`config.mk`:
```
export PLATFORM = sky130hd
export DESIGN_NAME = vwbl_front
export DESIGN_NICKNAME = d
export VERILOG_FILES = /design/src/rtl/vwbl_pkg.sv /design/src/rtl/vwbl_front.sv
export SDC_FILE = /design/constraint.sdc
export NUM_CORES = 1
export LEC_CHECK = 0
export BUFFER_PORTS_ARGS = -buffer_cell sky130_fd_sc_hd__buf_2
export CORE_UTILIZATION = 49
export CTS_BUF_LIST = sky130_fd_sc_hd__clkbuf_2
export DETAILED_ROUTE_END_ITERATION = 10
export PLACE_DENSITY = 0.81
export SETUP_SLACK_MARGIN = 0.02
export SYNTH_ARGS = -nofsm -noshare
export SYNTH_HDL_FRONTEND = slang
export SYNTH_SLANG_ARGS = --single-unit
```
`constraint.sdc`:
```
create_clock -name clk -period 5 [get_ports clk]
set_input_delay 0.75 -clock clk [delete_from_list [all_inputs] [get_ports clk]]
set_output_delay 0.75 -clock clk [all_outputs]
set_load 0.01 [all_outputs]
```
`src/rtl/vwbl_pkg.sv`:
```
package vwbl_pkg;

  // default edge table size in bins
  localparam int MAX_BINS_DEF = 256;

  // pointer field width in a command, wide enough for any edge position up to 4096
  localparam int PTR_W = 13;

  localparam logic OP_LOAD   = 1'b0;
  localparam logic OP_LOOKUP = 1'b1;

  typedef enum logic [1:0] {
    ST_OK     = 2'd0,
    ST_RANGE  = 2'd1,
    ST_NOINIT = 2'd2,
    ST_ORDER  = 2'd3
  } status_t;

  typedef enum logic [1:0] {
    CMD_WRITE  = 2'd0,
    CMD_REPLY  = 2'd1,
    CMD_SEARCH = 2'd2
  } cmd_kind_t;

  // ptr: write address for CMD_WRITE, upper search bound for CMD_SEARCH
  typedef struct packed {
    cmd_kind_t          kind;
    status_t            status;
    logic [PTR_W-1:0]   ptr;
    logic signed [31:0] value;
    logic signed [31:0] first_edge;
    logic signed [31:0] last_edge;
  } cmd_t;

endpackage

```
`src/rtl/vwbl_front.sv`:
```
module vwbl_front #(
  parameter int MAX_BINS = vwbl_pkg::MAX_BINS_DEF
) (
  input  logic                clk,
  input  logic                rst_n,
  input  logic                cfg_valid,
  output logic                cfg_ready,
  input  logic [8:0]          cfg_data,
  input  logic                in_valid,
  output logic                in_ready,
  input  logic                in_op,
  input  logic [8:0]          in_edge_index,
  input  logic signed [31:0]  in_value,
  output logic                cmd_valid,
  input  logic                cmd_ready,
  output vwbl_pkg::cmd_t      cmd
);
  import vwbl_pkg::*;

  localparam int CNT_W = $clog2(MAX_BINS + 2);

  logic [8:0]         bin_count_r;
  logic [CNT_W-1:0]   loaded_r, loaded_nxt;
  logic               fault_r, fault_nxt;
  logic signed [31:0] first_r, first_nxt;
  logic signed [31:0] last_r, last_nxt;
  logic [CNT_W-1:0]   eff_bins;
  logic [CNT_W-1:0]   needed;
  logic               accept;

  assign cfg_ready = 1'b1;
  assign in_ready  = cmd_ready;
  assign cmd_valid = in_valid;
  assign accept    = in_valid & cmd_ready;

  // zero acts as one bin, anything above the table size saturates
  always_comb begin
    if (bin_count_r == 9'd0) begin
      eff_bins = CNT_W'(1);
    end else if (32'(bin_count_r) > MAX_BINS) begin
      eff_bins = CNT_W'(MAX_BINS);
    end else begin
      eff_bins = CNT_W'(bin_count_r);
    end
  end

  assign needed = eff_bins + CNT_W'(1);

  always_comb begin
    loaded_nxt     = loaded_r;
    fault_nxt      = fault_r;
    first_nxt      = first_r;
    last_nxt       = last_r;
    cmd.kind       = CMD_REPLY;
    cmd.status     = ST_OK;
    cmd.ptr        = '0;
    cmd.value      = in_value;
    cmd.first_edge = first_r;
    cmd.last_edge  = last_r;
    if (in_op == OP_LOAD) begin
      if (in_edge_index == 9'd0) begin
        // restart of the table
        fault_nxt  = 1'b0;
        first_nxt  = in_value;
        last_nxt   = in_value;
        loaded_nxt = CNT_W'(1);
        cmd.kind   = CMD_WRITE;
      end else if (fault_r) begin
        cmd.status = ST_ORDER;
      end else if (32'(in_edge_index) != 32'(loaded_r) ||
                   32'(in_edge_index) >= 32'(needed) ||
                   32'(in_edge_index) > MAX_BINS ||
                   in_value <= last_r) begin
        fault_nxt  = 1'b1;
        cmd.status = ST_ORDER;
      end else begin
        cmd.kind   = CMD_WRITE;
        cmd.ptr    = PTR_W'(in_edge_index);
        loaded_nxt = CNT_W'(in_edge_index) + CNT_W'(1);
        last_nxt   = in_value;
      end
    end else begin
      if (fault_r || loaded_r != needed) begin
        cmd.status = ST_NOINIT;
      end else if (in_value < first_r || in_value >= last_r) begin
        cmd.status = ST_RANGE;
      end else begin
        cmd.kind = CMD_SEARCH;
        cmd.ptr  = PTR_W'(needed - CNT_W'(2));
      end
    end
  end

  always_ff @(posedge clk) begin
    if (!rst_n) begin
      bin_count_r <= 9'd1;
      loaded_r    <= '0;
      fault_r     <= 1'b0;
    end else if (cfg_valid) begin
      bin_count_r <= cfg_data;
      loaded_r    <= '0;
      fault_r     <= 1'b0;
    end else if (accept) begin
      loaded_r <= loaded_nxt;
      fault_r  <= fault_nxt;
    end
  end

  always_ff @(posedge clk) begin
    if (accept) begin
      first_r <= first_nxt;
      last_r  <= last_nxt;
    end
  end

endmodule

```
==> impl_metrics.toml <==
[yosys]
synth_edf_count = 64
ys_types = 64
synth_common_cells = "ha_1, inv_1, edfxtp_1, buf_4, nand2_1"
synthTopCellsByArea = "edfxtp_1, ha_1, dfxtp_1"
synth_seq_cells = 83
synth_top_area_share_pct = 33.6
synth_flop_cell = "edfxtp_1"
syn-num-nets = 689
async_reset_ff_share_pct = 0
syn_inst = 559
ys_warn_count = 0
yosys.area.top_type = "edfxtp_1"
yosysSeqAreaShare_pct = 40.2
yosysMostFrequentCell = "ha_1"
syn_area_mm2 = 0.00572
avgSynthCellArea_um2 = 10.2

[finish]
fin_cells = 854
syn_to_final_growth_pct = 18.2
seqCellArea_mm2 = 0.00230
final_nets = 836
multi_input_area_mm2 = 0.00291
drive_gt1_share_pct = 32.2
fillers = 957
diodes = 0
fin_area_mm2 = 0.00676

[cts]
clock_latency_ns = 0.57
clk_pin_slew_worst_paths_ns = 0.27
cts_tree = "built"
htreeDepth = 3
clockBufferDepth = 2
cts_sinks = 83
cts-buffers-inserted = 9
clockRootBuffer = "clkbuf_2"

[global_route]
first_global_vias = 4651
antenna_found_initial = 0
grt_usage_pct = 24.4
grt_pass1_wl_um = 22300
grt_start_max_net_pins = 33
overflow = 0

[drt]
viasPerCell = 5.59
via_count = 4775
wl_met2_um = 7260
route.met3.wl_um = 942
first_pass_iters = 8
drt-met1-wl_um = 6320
wirelength_um = 14800
drtAntennaViolNets = 0
wire_per_inst_um = 17.3
routed.top_layer = "met4"
drc = 0
first_iter_violations = 380

[setup_path]
crit_slowest_cell = "or4_4"
cp_max_fo = 5
crit_path_start_kind = "register"
cpMostUsedCell = "ha_4"
crit_family = "simple AND/OR/NAND/NOR gates"
path_class = "reg2out"
critPathArrivalTime_ns = 4.14
worstPathRequired_ns = 4.25
crit_buf_inv = 2
crit_path_end_kind = "output port"
cpPeakStageDelay_ns = 0.54
path_cells = "or4_4 > nor4_4 > o21bai_2 > inv_2 > ha_4 > nand4_1 > o21ba_4 > ha_4 > a2111oi_4 > and3_1 > o2111ai_2 > a41oi_2 > or2b_4 > nor2_4 > a32o_1 > buf_2"

[sta]
setup_violations = 0
fin_crit_ns = 4.89
timing.fmax_mhz = 204
hold_viol_final = 0
finalMaxSlewViolations = 0
rsz0062_at_grt = "true"
relSlewSlack_pct = 48.3
finalCritPeriodShare_pct = 97.9
skew_ns = 0.0364
worstMarginPinSlew_ns = 0.774

[placed_design]
dp_hpwl_um = 11200
io_buffers = 170
placedInstanceArea_mm2 = 0.00645
dp_cells = 826
gp_congestion = 0.886

[floorplanning]
dieArea_mm2 = 0.0121
die_h_um = 110
start_util_pct = 50.1
io-pin-count = 172
core_area_mm2 = 0.0114
row_count = 39
die_width_um = 110

[pwr]
ir_drop_mv = 0.117
powerDensity_mw_per_mm2 = 204
total_power_w = 0.00138
power.leakage_nw = 3.18

[hold_path]
hp-class = "in2reg"

[job]
cap_violations = 0

[outcome]
status = "completed"
## power by group
| group | switching (W) | leakage [nW] | internal (W) | total, W |
|---|---|---|---|---|
| registers | 0.00000834 | 0.731 | 0.000746 | 0.000755 |
| logic | 0.000142 | 2.38 | 0.000108 | 0.000250 |
| clock network | 0.000252 | 0.0731 | 0.000119 | 0.000372 |
## cell families (layout without fill, tap and decap cells)
logic type | count (synthesis) | after routing | share of synthesized area (%)
xor gates and xnor gates | 33 | 33 | 5.05
buffers and inverters | 124 | 275 | 10.8
DFF | 83 | 83 | 40.2
other | 1 | 1 | 0.0656
adders and majority gates | 75 | 75 | 16.4
AOI/OAI and AO/OA | 88 | 88 | 10.6
and+or+nand+nor | 139 | 140 | 14.1
muxes | 16 | 16 | 2.82
## metal layers
layer | global-route usage [%] | vias up
met5 | 0 | -
met4 | 8.19 | 0
met3 | 4.17 | 36
met2 | 42.7 | 208
met1 | 30.3 | 2263
li1 | - | 2268
## cell type report
cell class	count	area share, %
clock buffers	9	0.666
well taps	143	2.65
clock inverters	7	1.09
multi-input cells	353	43.1
flip-flops and latches	83	34.1
inverters	73	4.05
repair buffers	186	14.4
## worst reg2reg max path, cell delays in order (launching register included)
cell and delay (ns):
dfxtp_2 0.37, or4_4 0.54, nor4_4 0.15, o21bai_2 0.09, inv_2 0.07, ha_4 0.14
nand4_1 0.15, o21ba_4 0.28, ha_4 0.23, a2111oi_4 0.27, and3_1 0.21, o2111ai_2 0.13
buf_4 0.17, buf_4 0.12, or4_1 0.45, o21ai_4 0.14, buf_4 0.43
## what timing repair did
action,4_1_cts,5_1_grt
gates cloned,1,0
buffers inserted,8,3
setup endpoints to repair,12,16
gates resized for setup,18,3
pin swaps,12,18
hold buffers,0,0
## metrics by stage
| step | hold WS, ns | util [%] | setup TNS [ns] | worst slack [ns] |
|---|---|---|---|---|
| 6_report | 0.398 | 59.2 | 0 | 0.106 |
| 5_1_grt | 0.400 | 59.2 | -0.210 | -0.0511 |
| 3_3_place_gp | 0.491 | 56.5 | 0 | 0.385 |
| 2_1_floorplan | 0.457 | - | 0 | 0.596 |
| 4_1_cts | 0.379 | 58.9 | 0 | 0.0140 |
| 3_5_place_dp | 0.501 | 56.5 | 0 | 0.245 |
## cell usage in the layout, fill, tap and decap left out, types with 16 or more instances in the layout
cell type  count
edfxtp_1      64
dfxtp_1       17
buf_2        170
buf_4         16
ha_1          72
inv_1         72
nand2_1       28
xnor2_1       16
a21oi_1       24
xor2_1        17
nand3_1       19
## sequential cells by signal, summed over array words and instances (netlist names)
register,cells
loaded_r,9
first_r,32
bin_count_r,9
fault_r,1
last_r,32
## worst paths after layout
kind	startpoint	end	slack, ns	depth (start not counted)
setup / recovery	bin_count_r[5]	cmd[96]	0.11	16
hold / removal	in_value[27]	last_r[27]	0.40	1
setup reg to reg	bin_count_r[5]	last_r[21]	0.74	16
hold reg to reg	loaded_r[4]	loaded_r[4]	0.54	2
No activity file was read; power rests on OpenSTA's default activity.
