## config.mk

```make
export PLATFORM = sky130hd
export DESIGN_NAME = vwbl_queue
export DESIGN_NICKNAME = d
export VERILOG_FILES = /design/src/rtl/vwbl_pkg.sv /design/src/rtl/vwbl_queue.sv
export SDC_FILE = /design/constraint.sdc
export NUM_CORES = 1
export LEC_CHECK = 0
export BUFFER_PORTS_ARGS = -buffer_cell sky130_fd_sc_hd__clkbuf_2
export CAP_MARGIN = 20
export CORE_AREA = 8 8 165 167
export CTS_CLUSTER_DIAMETER = 40
export DETAILED_ROUTE_END_ITERATION = 10
export DIE_AREA = 0 0 173 175
export GPL_TIMING_DRIVEN = 1
export RECOVER_POWER = 100
export SLEW_MARGIN = 20
export SYNTH_ARGS = -nofsm -noshare
export SYNTH_HDL_FRONTEND = slang
export SYNTH_SLANG_ARGS = --single-unit
```

## constraint.sdc

```tcl
create_clock -name clk -period 4.6 [get_ports clk]
set_input_delay 0.92 -clock clk [delete_from_list [all_inputs] [get_ports clk]]
set_output_delay 0.92 -clock clk [all_outputs]
set_load 0.005 [all_outputs]
```

## src/rtl/vwbl_pkg.sv

```systemverilog
package vwbl_pkg;

  // default edge table size in bins
  localparam int MAX_BINS_DEF = 256;

  // pointer field width in a command, wide enough for any edge position up to 4096
  localparam int PTR_W = 13;

  localparam logic OP_LOAD   = 1'b0;
  localparam logic OP_LOOKUP = 1'b1;

  typedef enum logic [1:0] {
    ST_OK     = 2'd0,
    ST_RANGE  = 2'd1,
    ST_NOINIT = 2'd2,
    ST_ORDER  = 2'd3
  } status_t;

  typedef enum logic [1:0] {
    CMD_WRITE  = 2'd0,
    CMD_REPLY  = 2'd1,
    CMD_SEARCH = 2'd2
  } cmd_kind_t;

  // ptr: write address for CMD_WRITE, upper search bound for CMD_SEARCH
  typedef struct packed {
    cmd_kind_t          kind;
    status_t            status;
    logic [PTR_W-1:0]   ptr;
    logic signed [31:0] value;
    logic signed [31:0] first_edge;
    logic signed [31:0] last_edge;
  } cmd_t;

endpackage

```

## src/rtl/vwbl_queue.sv

```systemverilog
module vwbl_queue (
  input  logic           clk,
  input  logic           rst_n,
  input  logic           push_valid,
  output logic           push_ready,
  input  vwbl_pkg::cmd_t push_data,
  output logic           pop_valid,
  input  logic           pop_ready,
  output vwbl_pkg::cmd_t pop_data
);
  import vwbl_pkg::*;

  cmd_t       slot_r [2];
  logic       wr_ptr_r;
  logic       rd_ptr_r;
  logic [1:0] count_r;
  logic       push;
  logic       pop;

  assign push_ready = (count_r != 2'd2);
  assign pop_valid  = (count_r != 2'd0);
  assign pop_data   = slot_r[rd_ptr_r];
  assign push       = push_valid & push_ready;
  assign pop        = pop_valid & pop_ready;

  always_ff @(posedge clk) begin
    if (!rst_n) begin
      wr_ptr_r <= 1'b0;
      rd_ptr_r <= 1'b0;
      count_r  <= 2'd0;
    end else begin
      if (push) begin
        wr_ptr_r <= ~wr_ptr_r;
      end
      if (pop) begin
        rd_ptr_r <= ~rd_ptr_r;
      end
      if (push && !pop) begin
        count_r <= count_r + 2'd1;
      end else if (pop && !push) begin
        count_r <= count_r - 2'd1;
      end
    end
  end

  always_ff @(posedge clk) begin
    if (push) begin
      slot_r[wr_ptr_r] <= push_data;
    end
  end

endmodule

```

==> results of run 1 <==
report_power, final:
group	switching [uW]	total [uW]	internal, uW
registers	106	2750	2640
clock network	891	2470	1580
logic	598	1130	536
total	1590	6360	4760
state kept, by name (all words and copies together), names as in the netlist, named ones only:
name      cells
slot_r      226
rd_ptr_r      1
count_r       2
wr_ptr_r      1
logic make-up (layout without fill, tap and decap cells):
logic type      after synthesis  count (layout)
compound gates                5               5
flops                       231             231
buf+inv                      14             298
mux                         113             113
xor+xnor                      3               3
fa+ha+maj                     1               1
simple gates                  9               9
worst register-to-register path, stage by stage, from the launching register on:
cell and delay (ns):
dfxtp_1 0.39, nand2b_1 0.26, nand3b_1 0.12, inv_1 1.78, buf_12 0.42
worst min path at each step:
| stage | to | startpoint | depth (start not counted) | slack, ns |
|---|---|---|---|---|
| 2_1_floorplan | count_r[1] | count_r[1] | 2 | 0.51 |
| 6_report | count_r[1] | count_r[1] | 2 | 0.55 |
| 3_3_place_gp | count_r[1] | count_r[1] | 2 | 0.53 |
| 5_1_grt | slot_r[0][23] | push_data[23] | 1 | 0.59 |
| 4_1_cts | count_r[1] | count_r[1] | 2 | 0.58 |
| 3_5_place_dp | flop | rd_ptr_r | 2 | 0.57 |
synth_stat cells (2+ instances only):
cell,number
buf_6,8
dfxtp_1,5
mux2_2,43
buf_2,4
edfxtp_1,226
and2_1,4
mux2_4,70
xnor2_1,2
per-layer routing:
layer / routed length [um] / track usage / part of all wire
met5: 0 / 0 / 0
met4: 325 / 0.03665 / 0.018
met3: 1558 / 0.05051 / 0.087
met2: 8535 / 0.1872 / 0.48
met1: 7504 / 0.1294 / 0.42
stage by stage:
step	hold WS [ns]	util	setup slack (ns)	instance area (um^2)	std cells
after floorplan	0.5124	-	0.5357	8690	376
after global placement	0.5276	0.4139	1.901	10210	928
after detailed placement	0.5688	0.4139	1.831	10210	928
after CTS	0.5801	0.4596	1.293	11340	990
after global routing	0.5943	0.4427	0.9660	10920	990
final	0.5513	0.4427	1.198	10920	990
area by class of cell:
type / instances / area (um^2)
fill: 2271 / 13750
sequential: 231 / 6890
multi-input combinational: 131 / 1415
timing repair buffer: 235 / 1074
clock buffer: 40 / 937.1
tap: 330 / 412.9
clock inverter: 22 / 191.4
inverter: 1 / 3.754
==> results.ini, run 1 <==
[detailed_routing]
drt-initial-drc-count=206
vias_per_cell=4.435
dr.pass1.iters=4
drt-wirelength-per-cell_um=18.11
wl_um=17920
drcViolationCount=0
vias=4391
ant_nets=0

[timing]
finalSetupViolations=0
rsz0062_at_grt=false
fin_setup_tns_ns=0
maxSlewViolCount=106
final_hold_viol_count=0
period_share=0.7396
fin_skew_ns=0.02099
fmax_mhz=293.9
tightest_slew_ns=2.516
min_period_ns=3.402
max-slew-margin-rel=-0.6775

[synth]
synth-main-ff-cell=edfxtp_1
async_reset_ff_frac=0
synth.avg_cell_area_um2=23.11
synth_top_area_share=0.7810
synth_warnings=0
synth_fa_ha_area_frac=0.001440
synth-seq-area-share=0.7925
syn-num-nets=494
synth_top_family_by_area=multiplexers
synth_cell_type_count=22
netlist_instances=376
muxShareOfSynthArea=0.1767
synth_edf_count=226
netlist_top_cells_area=edfxtp_1 (78%), mux2_4 (12%), mux2_2 (5.6%)
synth-simple-area-share=0.007487
syn_area_um2=8690
synth_xor_area_frac=0.003024
synth_compound_area_frac=0.004032
yosysTopAreaCell=edfxtp_1
synth_seq_cells=231

[clock_network]
cts_tree=built
insertion_delay_ns=0.49
clkSinkCount=231
cts_resized=0
htreeDepth=2
clkTransAtPathRegs_ns=0.05
hold_buffers=0
clockBufferDepth=3
post_cts_buffers=0
clock_tree.root_cell=clkbuf_16
cts_made_buffers=34

[worst_setup_path]
crit_family=buffers and inverters
critPathRequiredTime_ns=3.68
timing.rr.end=slot_r[0][49]
critPathMaxFanout=37
timing.critical_path.buf_inv=2
r2r_cells=4
startpoint_type=flop
regToRegSetupSlack_ns=1.26
crit_slowest_cell=clkbuf_2
crit_end=pop_data[64]
crit_arrival_ns=2.48
critPathCaptureType=output pin
path_cells=clkbuf_2 -> mux2_1 -> clkbuf_2
worstSetupPathType=reg2out
cp_num_cells=3
crit_top_cell=clkbuf_2
r2r-start=count_r[0]
critPathMaxStageDelay_ns=0.75

[floorplanning]
die_area_um2=30280
core_area_um2=24670
fp.dieH_um=175
ios=232
row_count=58
start_util=0.3522
die_width_um=173

[cells_and_area]
area_delta_synth_final_pct=25.72
nNetsFinal=752
num_antenna_cells=0
final_common_cell=edfxtp_1
final_cell_mix=edfxtp_1 (226), clkbuf_1 (121), clkbuf_2 (114), mux2_1 (71), mux2_2 (39)
drive_above_1_share=0.3227

[run]
cap_violations=2

[grt]
grt_pass1_vias=4952
grt_overflow=0
grt_usage=0.1131
grt_max_degree=67
grt_pass1_wl_um=27160
antenna_found_initial=0

[min_path]
hold_path.class=reg2reg

[power_and_ir_drop]
p_leak_uw=0.003846
irDropWorstVdd_mv=0.3498
total_power_uw=6358
pwr_density_cell_nw_per_um2=582.0

[place]
routabilityCongestion=0.7005
hpwl_um=12190
port_buffers=231

[status]
outcome=finished with violations
violations=capacitance limit, slew limit

Note: power is estimated with default switching activity, not from simulation.
==> inputs of run 2 (changes only) <==
clock period = 3.5 ns   (was 4.6 ns; I/O delays follow)
==> run 2 against run 1 <==
  * The flow now finishes without violations
  * Sequential power rose by 30%
  * Total power grew 28%
  * Sequential share of layout area grew 0.75 points
  * Combinational power increased by 34%
  * Die area did not move
  * Flip-flop and latch count is the same
  * Critical path type unchanged
  * Largest power group unchanged
==> results.ini, run 2 (synthesis results as in run 1) <==
[run]
cap_violations=0

[timing]
maxSlewViolCount=0
min_period_ns=2.886
fin_skew_ns=0.01213
max-slew-margin-rel=0.01385
tightest_slew_ns=1.479
period_share=0.8246
fin_setup_tns_ns=0
rsz0062_at_grt=false
whs_ns=0.3472
finalSetupViolations=0
fmax_mhz=346.5
final_hold_viol_count=0

[grt]
grt_pass1_vias=4978
grt_max_degree=57
antenna_found_initial=1
grt_usage=0.1133
grt_overflow=0
grt_pass1_wl_um=27540

[clock_network]
cts_tree=built
cts_resized=0
clkSinkCount=231
htreeDepth=1
clkTransAtPathRegs_ns=0.06
hold_buffers=0
clockBufferDepth=3
clock_tree.root_cell=clkbuf_16
post_cts_buffers=0
insertion_delay_ns=0.54
cts_made_buffers=31

[worst_setup_path]
critPathCaptureType=output pin
crit_arrival_ns=2.19
critPathMaxStageDelay_ns=0.57
r2r_cells=4
critPathRequiredTime_ns=2.80
regToRegSetupSlack_ns=0.64
r2r-start=count_r[0]
cp_num_cells=3
startpoint_type=flop
crit_slowest_cell=clkbuf_4
crit_family=buffers and inverters
timing.rr.end=slot_r[0][4]
path_cells=clkbuf_4 -> mux2_1 -> clkbuf_2
critPathMaxFanout=41
timing.critical_path.buf_inv=2
worstSetupPathType=reg2out
crit_end=pop_data[37]

[place]
place_inst=930
port_buffers=231
hpwl_um=12420
routabilityCongestion=0.7163

[cells_and_area]
final_cell_mix=edfxtp_1 (226), clkbuf_1 (132), clkbuf_2 (105), mux2_1 (72), mux2_2 (38)
nNetsFinal=751
largest_reg_flops=226
fillers=2332
drive_above_1_share=0.3100
area_delta_synth_final_pct=24.25
max_flop_register=slot_r
final_common_cell=edfxtp_1
num_antenna_cells=0
final_util=0.4376
reg_top3=slot_r (226), count_r (2)
fin_cells=988

[status]
outcome=finished clean

[detailed_routing]
wl_um=18020
drt-initial-drc-count=191
ant_nets=0
drcViolationCount=0
dr.pass1.iters=4
vias=4359
vias_per_cell=4.412
drt-wirelength-per-cell_um=18.24

[floorplanning]
core_area_um2=24670
row_count=58
fp.dieH_um=175
die_width_um=173
ios=232
die_area_um2=30280
start_util=0.3522

[power_and_ir_drop]
pwr_density_cell_nw_per_um2=751.7
irDropWorstVdd_mv=0.4212
total_power_uw=8115
p_leak_uw=0.003760

[min_path]
hold_path.class=in2reg
hold_depth=1

[run 2: cell count changes in the layout (fill, tap and decap cells not counted), sizes merged]
cell / change
bufinv: +1
inv: +3
buf: -2
clkinv: -1
clkbuf: -3
[run 2: per-stage QoR]
| step | cell area (um^2) | setup slack [ns] |
|---|---|---|
| 2_1_floorplan | 8691 | 0.05136 |
| 3_3_place_gp | 10240 | 1.205 |
| 3_5_place_dp | 10240 | 1.134 |
| 4_1_cts | 11270 | 0.7411 |
| 5_1_grt | 10800 | 0.3612 |
| 6_report | 10800 | 0.6139 |
[run 2: worst min path at each step]
stage                     slack [ns]           start              to
after floorplan                 0.51      count_r[1]      count_r[1]
after global routing            0.32  push_data[100]  slot_r[1][100]
after global placement          0.53      count_r[1]      count_r[1]
final                           0.35   push_data[97]   slot_r[0][97]
after detailed placement        0.57      count_r[1]      count_r[1]
after CTS                       0.31   push_data[81]   slot_r[1][81]
[run 2: worst reg2reg max path, cell delays in order (launching register included)]
cell      delay (ns)
dfxtp_1         0.41
nand2b_1        0.22
nand3b_1        0.16
inv_4           0.47
clkbuf_1        1.17
[run 2: final cells by class]
| class | instances | area, um^2 | share of cell area |
|---|---|---|---|
| timing repair buffer | 237 | 1041 | 0.09642 |
| inverter | 1 | 6.256 | 0.0005794 |
| sequential | 231 | 6890 | 0.6382 |
| multi-input combinational | 131 | 1420 | 0.1315 |
| tap | 330 | 412.9 | 0.03824 |
| clock buffer | 33 | 783.3 | 0.07255 |
| clock inverter | 25 | 242.7 | 0.02248 |
[run 2: power by group]
group          switching, uW  leakage, uW  internal [uW]
clock                   1160     0.000506           1870
combinational            825      0.00110            686
sequential               108      0.00215           3470
total                   2100      0.00376           6020
[run 2: routing by layer]
| layer | global-route usage | part of all wire | up-vias |
|---|---|---|---|
| met5 | 0 | 0.00089 | - |
| met1 | 0.1339 | 0.42 | 2114 |
| met4 | 0.03342 | 0.019 | 2 |
| met3 | 0.04403 | 0.085 | 35 |
| li1 | - | - | 2024 |
| met2 | 0.1891 | 0.48 | 184 |
